<file path="src/sv/direct_mapped_cache_with_prefetch_defines.svh">
// Assertion macros for the direct-mapped cache with next-line prefetch.
`ifndef DIRECT_MAPPED_CACHE_WITH_PREFETCH_DEFINES_SVH
`define DIRECT_MAPPED_CACHE_WITH_PREFETCH_DEFINES_SVH
`ifndef SYNTH
// same-cycle implication
`define DMC_ASSERT_IMP(lbl, clk, rstn, ante, cons) \
	lbl: assert property (@(posedge clk) disable iff (!rstn) (ante) |-> (cons)) \
		else $error("%m: same-cycle check failed");
// next-cycle implication
`define DMC_ASSERT_NXT(lbl, clk, rstn, ante, cons) \
	lbl: assert property (@(posedge clk) disable iff (!rstn) (ante) |=> (cons)) \
		else $error("%m: next-cycle check failed");
`else
`define DMC_ASSERT_IMP(lbl, clk, rstn, ante, cons)
`define DMC_ASSERT_NXT(lbl, clk, rstn, ante, cons)
`endif
`endif

</file>
<file path="src/sv/dmc_ram.sv">
// Generic single-write, single-read RAM with registered read data.
module dmc_ram #(
	parameter int WIDTH = 8,
	parameter int DEPTH = 16
) (
	input  logic                     clk,
	input  logic                     we,
	input  logic [$clog2(DEPTH)-1:0] waddr,
	input  logic [WIDTH-1:0]         wdata,
	input  logic [$clog2(DEPTH)-1:0] raddr,
	output logic [WIDTH-1:0]         rdata
);

	logic [WIDTH-1:0] mem [DEPTH];

	always_ff @(posedge clk) begin
		if (we) begin
			mem[waddr] <= wdata;
		end
		rdata <= mem[raddr];
	end

endmodule

</file>
<file path="config.mk">
export PLATFORM = sky130hd
export DESIGN_NAME = dmc_ram
export DESIGN_NICKNAME = d
export VERILOG_FILES = /design/src/sv/direct_mapped_cache_with_prefetch_defines.svh /design/src/sv/dmc_ram.sv
export SDC_FILE = /design/constraint.sdc
export NUM_CORES = 1
export LEC_CHECK = 0
export BUFFER_PORTS_ARGS = -buffer_cell sky130_fd_sc_hd__buf_2
export CELL_PAD_IN_SITES_DETAIL_PLACEMENT = 1
export CELL_PAD_IN_SITES_GLOBAL_PLACEMENT = 2
export CORE_MARGIN = 3
export CORE_UTILIZATION = 40
export CTS_CLUSTER_DIAMETER = 120
export DETAILED_ROUTE_END_ITERATION = 8
export PLACE_DENSITY_LB_ADDON = 0.1
export SLEW_MARGIN = 0
export SYNTH_ARGS = -nofsm -noshare
export SYNTH_HDL_FRONTEND = slang
export SYNTH_SLANG_ARGS = --single-unit
</file>
<file path="constraint.sdc">
create_clock -name clk -period 4.8 [get_ports clk]
set_clock_uncertainty 0.1 [all_clocks]
set_input_delay 0.72 -clock clk [delete_from_list [all_inputs] [get_ports clk]]
set_output_delay 0.72 -clock clk [all_outputs]
set_load 0.05 [all_outputs]
</file>
==> flow_metrics.tcl <==
set metrics [dict create \
    status "complete, no violations" \
    cp_top_family "buffers and inverters" \
    io_buffers 25 \
    floorplan.die_area_um2 14270 \
    post-place-ws_ns 1.886 \
    layout-drive-gt1-share_pct 27.96 \
    grt_use_met3_pct 5.271 \
    antenna_left 0 \
    critPathMaxStageDelay_ns 0.61 \
    clockBufferDepth 2 \
    h-tree-depth 4 \
    setup_viol 0 \
    hold_buffers 0 \
    peakVddDrop_v 0.0002188 \
    ys.warnings.count 0 \
    core.rowCount 40 \
    synth-seq-area-share_pct 77.78 \
    required_ns 5.00 \
    tightest_slew_ns 1.034 \
    cp_cell_sequence "buf_2, buf_4, mux4_1, a22oi_1, nand2_1" \
    die_h_um 119.4 \
    via_count 2368 \
    syn_area_um2 5147 \
    syn_to_final_growth_pct 16.84 \
    antenna_found_initial 0 \
    clkLatencyLatePin_ns 0.41 \
    syn-num-nets 247 \
    use_met1_pct 22.10 \
    worstPathArrival_ns 2.59 \
    clkTransAtPathRegs_ns 0.06 \
    wl_per_cell_um 23.53 \
    initial_utilization_pct 41.81 \
    cp_slowest_cell "mux4_1" \
    place_area_um2 5429 \
    layout_min_cycle_time_ns 2.392 \
    hold_class "register to register" \
    tns_ns 0 \
    p_leak_nw 1.989 \
    dpl.hpwl_um 6456 \
    yosysTopAreaCellShare_pct 74.67 \
    period_share_pct 49.84 \
    tritoncts "built" \
    yosys.area.top_type "edfxtp_1" \
    antennaDiodeCount 0 \
    postSynthCellCount 229 \
    drv_cap 0 \
    finalWorstSetupSlack_ns 2.408 \
    stdcell_area_um2 6015 \
    rsz0062_at_grt "no" \
    drt_iter0_markers 264 \
    crit_buf_inv 2 \
    synthTopCellsByArea "edfxtp_1 (75%), mux4_2 (7.9%), mux4_1 (7.1%)" \
    slew_headroom_pct 30.78 \
    power_density_nw_per_um2 458.4 \
    nFillCells 1124 \
    grt_overflow_total 0 \
    grt_pass1_wl_um 16010 \
    chipWidth_um 119.4 \
    gp_congestion 0.6445 \
    syn_area_per_cell_um2 22.48 \
    fmax_mhz 418.0 \
    grt_pass1_vias 2528 \
    multi_input_area_um2 1067 \
    cts_root_buf "clkbuf_16" \
    crit_fanout 19 \
    cts-resized-gates 0 \
    met2_usage_pct 24.01 \
    postRouteWirelength_um 10520 \
    synth_cell_type_count 19 \
    layout.area.seq_um2 4004 \
    critical_path_class "input port to register" \
    grt_use_total_pct 16.07 \
    drtPass1Iterations 4 \
    pin_count 26 \
    drcViolationCount 0 \
    hold_viol 0 \
    core-area_um2 12310 \
    ys_ff_latch 136 \
    numCtsBuffers 17 \
    grt_max_degree 33 \
    cp-end-kind "register" \
    fin_nets 284 \
    cts.sinks 136 \
    startpoint_type "input port" \
    slew_viol_final 0 \
    top_usage_layer "met2" \
    postCtsSetupBuffers 0 \
    vias_per_cell 5.298 \
]
-- cell type report --
type                    instances  area share, %
flip-flops and latches        136          66.57
multi-input cells              83          17.74
clock buffers                  17          7.073
well taps                     168          3.495
clock inverters                15          2.663
repair buffers                 28          2.455
-- per-layer routing --
| layer | up-vias | share of wire (%) |
|---|---|---|
| li1 | 1047 | - |
| met1 | 1253 | 46 |
| met2 | 57 | 48 |
| met3 | 11 | 5.2 |
| met4 | 0 | 1.4 |
| met5 | - | 0 |
-- worst reg2reg max path: cells and delay by family (launching register included) --
family,cells,cell delay (ns)
mux,1,0.47
flops,1,0.36
simple gates,1,0.16
compound gates,1,0.30
-- power by group --
group / leakage, nW / switching [W] / internal [W]
clock: 0.277 / 0.000471 / 0.000806
sequential: 1.22 / 0.00000780 / 0.00133
combinational: 0.488 / 0.0000960 / 0.0000481
total: 1.99 / 0.000575 / 0.00218
-- placed cells by master (no fill, tap or decap), types with 3 or more instances in the layout --
cell and n:
dfxtp_1 8, nand2_1 9, buf_2 25, clkinvlp_4 4, bufinv_16 3, a22oi_1 16
clkbuf_16 17, clkinv_2 4, edfxtp_1 128, mux4_2 18, nor2_1 13, buf_4 3
mux4_1 14, clkinv_1 3
-- state kept, by name, summed over array words and instances, names as in the netlist --
name and cells:
mem 128, rdata 8
-- kinds of logic (layout without fill, tap and decap cells) --
| family | Yosys count | in the layout | synth area share [%] |
|---|---|---|---|
| AOI/OAI and AO/OA | 16 | 16 | 2.334 |
| muxes | 32 | 32 | 15.02 |
| buffers and inverters | 10 | 60 | 1.677 |
| DFF | 136 | 136 | 77.78 |
| and+or+nand+nor | 35 | 35 | 3.184 |
-- through the flow --
stage / total power, W / cells / utilization (%) / hold WS, ns
floorplan: 0.001453 / 229 / - / 0.5293
global placement: 0.001506 / 415 / 44.05 / 0.5542
detailed placement: 0.001509 / 415 / 44.10 / 0.5618
CTS: 0.002792 / 447 / 48.85 / 0.5747
global route: 0.002860 / 447 / 48.85 / 0.5927
finish: 0.002757 / 447 / 48.85 / 0.5693
-- synthesized netlist by cell type, drive strengths merged --
| master | instances |
|---|---|
| mux4 | 32 |
| and2 | 1 |
| nor2b | 1 |
| nand2b | 2 |
| or3b | 1 |
| a22oi | 16 |
| nand3 | 1 |
| and2b | 1 |
| nor3 | 4 |
| nor2 | 13 |
| nand3b | 2 |
| dfxtp | 8 |
| buf | 7 |
| edfxtp | 128 |
| clkdlybuf4s25 | 3 |
| nand2 | 9 |
-- worst paths after layout --
path | from | end | slack (ns) | depth (start not counted)
worst max register to register | mem[3][6] | rdata[6] | 3.28 | 3
worst max-delay path | raddr[0] | rdata[3] | 2.41 | 5
worst min-delay path | mem[13][7] | rdata[7] | 0.57 | 3
worst min register to register | mem[13][7] | rdata[7] | 0.57 | 3
No activity file was read; power rests on OpenSTA's default activity.
