File: config.mk
export PLATFORM = sky130hd
export DESIGN_NAME = dmc_split
export DESIGN_NICKNAME = d
export VERILOG_FILES = /design/src/sv/direct_mapped_cache_with_prefetch_defines.svh /design/src/sv/dmc_pkg.sv /design/src/sv/dmc_split.sv
export SDC_FILE = /design/constraint.sdc
export NUM_CORES = 1
export LEC_CHECK = 0
export ABC_CLOCK_PERIOD_IN_PS = 5600
export BUFFER_PORTS_ARGS = -buffer_cell sky130_fd_sc_hd__buf_4
export CORE_MARGIN = 1.5
export CORE_UTILIZATION = 57
export DETAILED_ROUTE_END_ITERATION = 6
export PLACE_DENSITY = 0.92
export SETUP_SLACK_MARGIN = 0.1
export SYNTH_ARGS = -nofsm -noshare
export SYNTH_HDL_FRONTEND = slang
export SYNTH_SLANG_ARGS = --single-unit
export TNS_END_PERCENT = 1
File: constraint.sdc
create_clock -name vclk -period 5.6
set_input_delay 0.84 -clock vclk [all_inputs]
set_output_delay 0.84 -clock vclk [all_outputs]
set_load 0.02 [all_outputs]
File: src/sv/direct_mapped_cache_with_prefetch_defines.svh
// Assertion macros for the direct-mapped cache with next-line prefetch.
`ifndef DIRECT_MAPPED_CACHE_WITH_PREFETCH_DEFINES_SVH
`define DIRECT_MAPPED_CACHE_WITH_PREFETCH_DEFINES_SVH
`ifndef SYNTH
// same-cycle implication
`define DMC_ASSERT_IMP(lbl, clk, rstn, ante, cons) \
	lbl: assert property (@(posedge clk) disable iff (!rstn) (ante) |-> (cons)) \
		else $error("%m: same-cycle check failed");
// next-cycle implication
`define DMC_ASSERT_NXT(lbl, clk, rstn, ante, cons) \
	lbl: assert property (@(posedge clk) disable iff (!rstn) (ante) |=> (cons)) \
		else $error("%m: next-cycle check failed");
`else
`define DMC_ASSERT_IMP(lbl, clk, rstn, ante, cons)
`define DMC_ASSERT_NXT(lbl, clk, rstn, ante, cons)
`endif
`endif

File: src/sv/dmc_pkg.sv
// Shared constants, types and codes of the direct-mapped cache with prefetch.
package dmc_pkg;

	localparam int SETS_LOG2  = 10;
	localparam int ADDR_BITS  = 48;
	localparam int COUNT_BITS = 32;
	localparam int MAX_OFFSET = 16;

	localparam int NUM_SETS   = 1 << SETS_LOG2;
	localparam int PF_ROWS    = NUM_SETS / 2;
	localparam int WORD_W     = ADDR_BITS + 1;

	localparam int OB_W       = 5;
	localparam int IB_W       = 4;
	localparam int SH_W       = 6;

	localparam int CFG_IDX_W  = 2;
	localparam int CFG_DATA_W = 5;

	localparam int IN_TDATA_W   = ((ADDR_BITS + 7) / 8) * 8;
	localparam int OUT_CNT_W    = 32;
	localparam int OUT_FIELDS_W = 3 + 5 * OUT_CNT_W;
	localparam int OUT_TDATA_W  = ((OUT_FIELDS_W + 7) / 8) * 8;
	localparam int OUT_PAD_W    = OUT_TDATA_W - OUT_FIELDS_W;

	localparam logic [CFG_IDX_W-1:0] REG_OFFSET_BITS = 2'd0;
	localparam logic [CFG_IDX_W-1:0] REG_INDEX_BITS  = 2'd1;

	localparam logic [OB_W-1:0] OFFSET_RST = 5'd2;
	localparam logic [IB_W-1:0] INDEX_RST  = 4'd3;

	typedef logic [SETS_LOG2-1:0]  set_t;
	typedef logic [SETS_LOG2-2:0]  row_t;
	typedef logic [ADDR_BITS-1:0]  tag_t;
	typedef logic [WORD_W-1:0]     word_t;
	typedef logic [COUNT_BITS-1:0] cnt_t;

	typedef struct packed {
		logic plain_hit;
		logic plain_miss;
		logic pf_hit;
		logic pf_miss;
		logic wr;
	} evt_t;

	typedef struct packed {
		cnt_t plain_hit;
		cnt_t plain_miss;
		cnt_t pf_hit;
		cnt_t pf_miss;
		cnt_t wr;
	} cnts_t;

	typedef enum logic [1:0] {
		ST_CLEAR = 2'b01,
		ST_RUN   = 2'b10
	} state_t;

endpackage

File: src/sv/dmc_split.sv
// Address split into set index, tag and last-set flag under the live config.
module dmc_split (
	input  dmc_pkg::tag_t              addr,
	input  logic [dmc_pkg::OB_W-1:0]   offset_bits,
	input  logic [dmc_pkg::IB_W-1:0]   index_bits,
	output dmc_pkg::set_t              set,
	output dmc_pkg::tag_t              tag,
	output logic                       last
);
	import dmc_pkg::*;

	logic [OB_W-1:0] ob;
	logic [OB_W-1:0] ib;
	set_t            mask;
	tag_t            shifted;

	always_comb begin
		ob = (offset_bits > OB_W'(MAX_OFFSET)) ? OB_W'(MAX_OFFSET) : offset_bits;
		ib = ({1'b0, index_bits} > OB_W'(SETS_LOG2)) ? OB_W'(SETS_LOG2)
		                                              : {1'b0, index_bits};
		for (int i = 0; i < SETS_LOG2; i++) begin
			mask[i] = (i < int'(ib));
		end
		shifted = addr >> ob;
		set     = set_t'(shifted) & mask;
		tag     = addr >> (SH_W'(ob) + SH_W'(ib));
		// top set of the range in use has no next line
		last    = (set == mask);
	end

endmodule

==> results_dict.tcl <==
set metrics [dict create \
    status "completed" \
    hold_end "set[1]" \
    cts_hold_buf 0 \
    nets 693 \
    use_met2_pct 64.0 \
    finish.utilization_pct 71.2 \
    syn_area_um2 4690 \
    grt_usage_pct 41.2 \
    drc_errors 0 \
    whs_path_depth 3 \
    synth.distinct_cells 78 \
    cpMaxStageDelayCell "xnor2_4" \
    die_y_um 93.7 \
    grt_pass1_wl_um 28300 \
    crit_type "in -> out" \
    viasPerCell 7.78 \
    n_antenna_cell 0 \
    fmax_mhz 191 \
    ios 116 \
    min_from "index_bits[1]" \
    postSynthAreaPerCell_um2 8.49 \
    drt_first_pass_iters 5 \
    clock_buffers 0 \
    setup_viol 0 \
    drive_above_1_share_pct 37.0 \
    routed_wirelength_um 18200 \
    met3_usage_pct 10.4 \
    area_delta_synth_final_pct 19.2 \
    power_leakage_nw 2.25 \
    io_buffers 116 \
    wl_per_cell_um 24.9 \
    use_met1_pct 59.5 \
    hp-class "in -> out" \
    drt-initial-drc-count 791 \
    required_ns 4.76 \
    antenna_found_initial 0 \
    top_usage_layer "met2" \
    final.setup.tns_ns 0 \
    overflow 0 \
    seq_area_frac_synth_pct 0 \
    antenna_left 0 \
    dp_hpwl_um 14000 \
    cts_setup_buffers 0 \
    synthesis.nets 613 \
    worstPathArrival_ns 4.39 \
    power.density_nw_per_um2 212 \
    dieArea_um2 8780 \
    gp_congestion 1.06 \
    irDropWorstVdd_v 0.0000965 \
    synth_warnings 0 \
    rsz0062_at_grt "no" \
    ctsResizeCount 0 \
    rows 32 \
    crit_top_cell "buf_4" \
    grt_pass1_vias 5087 \
    worst_slew_pin_slew_ns 0.892 \
    die_w_um 93.7 \
    critPathMaxFanout 34 \
    maxSlewViolCount 0 \
    syn_inst 552 \
    finalHoldViolations 0 \
    coreArea_um2 7850 \
    slowest_delay_ns 0.57 \
    register_area_um2 0 \
    crit_chain "buf_4 -> nand2b_1 -> clkinv_1 -> ha_1 -> and3_1 -> a311o_2 -> xnor2_4 -> buf_4 -> mux4_2 -> a22oi_1 -> o21ai_1 -> buf_4" \
    grt_max_degree 40 \
    slew_headroom_pct 40.3 \
    seq_cells 0 \
    drv_cap 0 \
    cp-start-kind "primary input" \
    endpoint_kind "output port" \
    num_vias 5696 \
    start_util_pct 59.7 \
    fin_crit_sh_pct 93.4 \
    cp_top_family "buffers and inverters" \
    fin_crit_ns 5.23 \
    crit_buf_inv 4 \
]
==> tightest hold or removal path, cell delays in order <==
cell and delay (ns):
buf_4 0.15, o31a_1 0.15, buf_4 0.14
==> area by class of cell <==
| type | count | area (um^2) |
|---|---|---|
| Multi-Input combinational cell | 480 | 4370 |
| Fill cell | 611 | 2260 |
| Timing Repair Buffer | 138 | 1050 |
| Tap cell | 102 | 128 |
| Inverter | 12 | 45.0 |
==> worst max-delay path by stage <==
| stage | cells after the start | start | endpoint |
|---|---|---|---|
| global placement | 11 | offset_bits[4] | tag[20] |
| finish | 12 | offset_bits[4] | tag[5] |
| floorplan | 12 | offset_bits[4] | tag[20] |
| CTS | 11 | offset_bits[4] | tag[20] |
| global route | 12 | offset_bits[4] | tag[5] |
| detailed placement | 11 | offset_bits[4] | tag[20] |
==> report_power, final <==
| group | total, mW | switching, mW | internal [mW] | leakage (nW) |
|---|---|---|---|---|
| logic | 1.18 | 0.668 | 0.515 | 2.25 |
| registers | 0 | 0 | 0 | 0 |
| clock network | 0 | 0 | 0 | 0 |
==> metal layers <==
metal	routed length, um	vias to the layer above	part of all wire [%]
met5	0	-	0
met4	470	0	2.6
met3	2970	66	16
met2	8010	557	44
met1	6760	2675	37
li1	-	2398	-
==> cell families after synthesis <==
kind of cell	count (synthesis)	share of synthesized area (%)
muxes	119	42.6
and+or+nand+nor	171	19.0
buffers and inverters	72	7.42
adders and majority gates	4	1.07
AOI/OAI and AO/OA	175	27.1
xor gates and xnor gates	11	2.94
==> per-stage QoR <==
step / hold slack [ns] / power [mW] / instances / worst slack, ns / cell area [um^2]
6_report: 2.13 / 1.18 / 732 / 0.371 / 5590
5_1_grt: 2.13 / 1.24 / 732 / 0.264 / 5590
4_1_cts: 2.11 / 1.14 / 732 / 0.414 / 5580
3_5_place_dp: 2.11 / 1.14 / 732 / 0.431 / 5580
3_3_place_gp: 2.10 / 1.12 / 732 / 0.552 / 5580
2_1_floorplan: 1.91 / 0.775 / 552 / 0.680 / 4690
==> cells in the final DEF (no fill, tap or decap), drive strengths merged, types with 4 or more instances in the layout <==
cell type,instances
a2111oi,8
a211o,4
a211oi,24
a21o,4
a21oi,25
a221o,6
a22oi,5
a31oi,12
and2,18
and3,5
and3b,9
buf,138
ha,4
inv,11
mux2,12
mux2i,44
mux4,63
nand2,37
nand2b,5
nand3,17
nor2,44
nor2b,5
nor3,12
nor4,4
o211ai,8
o21a,8
o21ai,24
o221ai,5
o22ai,4
o2bb2ai,4
o31ai,6
xnor2,11
==> synth_stat cells (6+ instances only) <==
| library cell | n | area share (%) |
|---|---|---|
| nor3_1 | 10 | 1.1 |
| and2_1 | 16 | 2.1 |
| inv_1 | 10 | 0.80 |
| mux2i_1 | 44 | 9.4 |
| a31oi_1 | 12 | 1.6 |
| a221o_1 | 6 | 1.3 |
| nand3_1 | 17 | 1.8 |
| nand2_1 | 36 | 2.9 |
| xnor2_1 | 7 | 1.3 |
| mux4_2 | 63 | 30 |
| o21ai_0 | 21 | 2.2 |
| a2111oi_0 | 8 | 1.5 |
| nor2_1 | 43 | 3.4 |
| clkbuf_1 | 30 | 2.4 |
| a211oi_1 | 24 | 3.8 |
| o21a_1 | 8 | 1.3 |
| o211ai_1 | 8 | 1.3 |
| o31ai_1 | 6 | 0.96 |
| mux2_2 | 12 | 2.9 |
| buf_4 | 8 | 1.3 |
| and3b_1 | 9 | 1.7 |
| buf_2 | 14 | 1.5 |
| a21oi_1 | 24 | 2.6 |
Note: power is estimated with default switching activity, not from simulation.
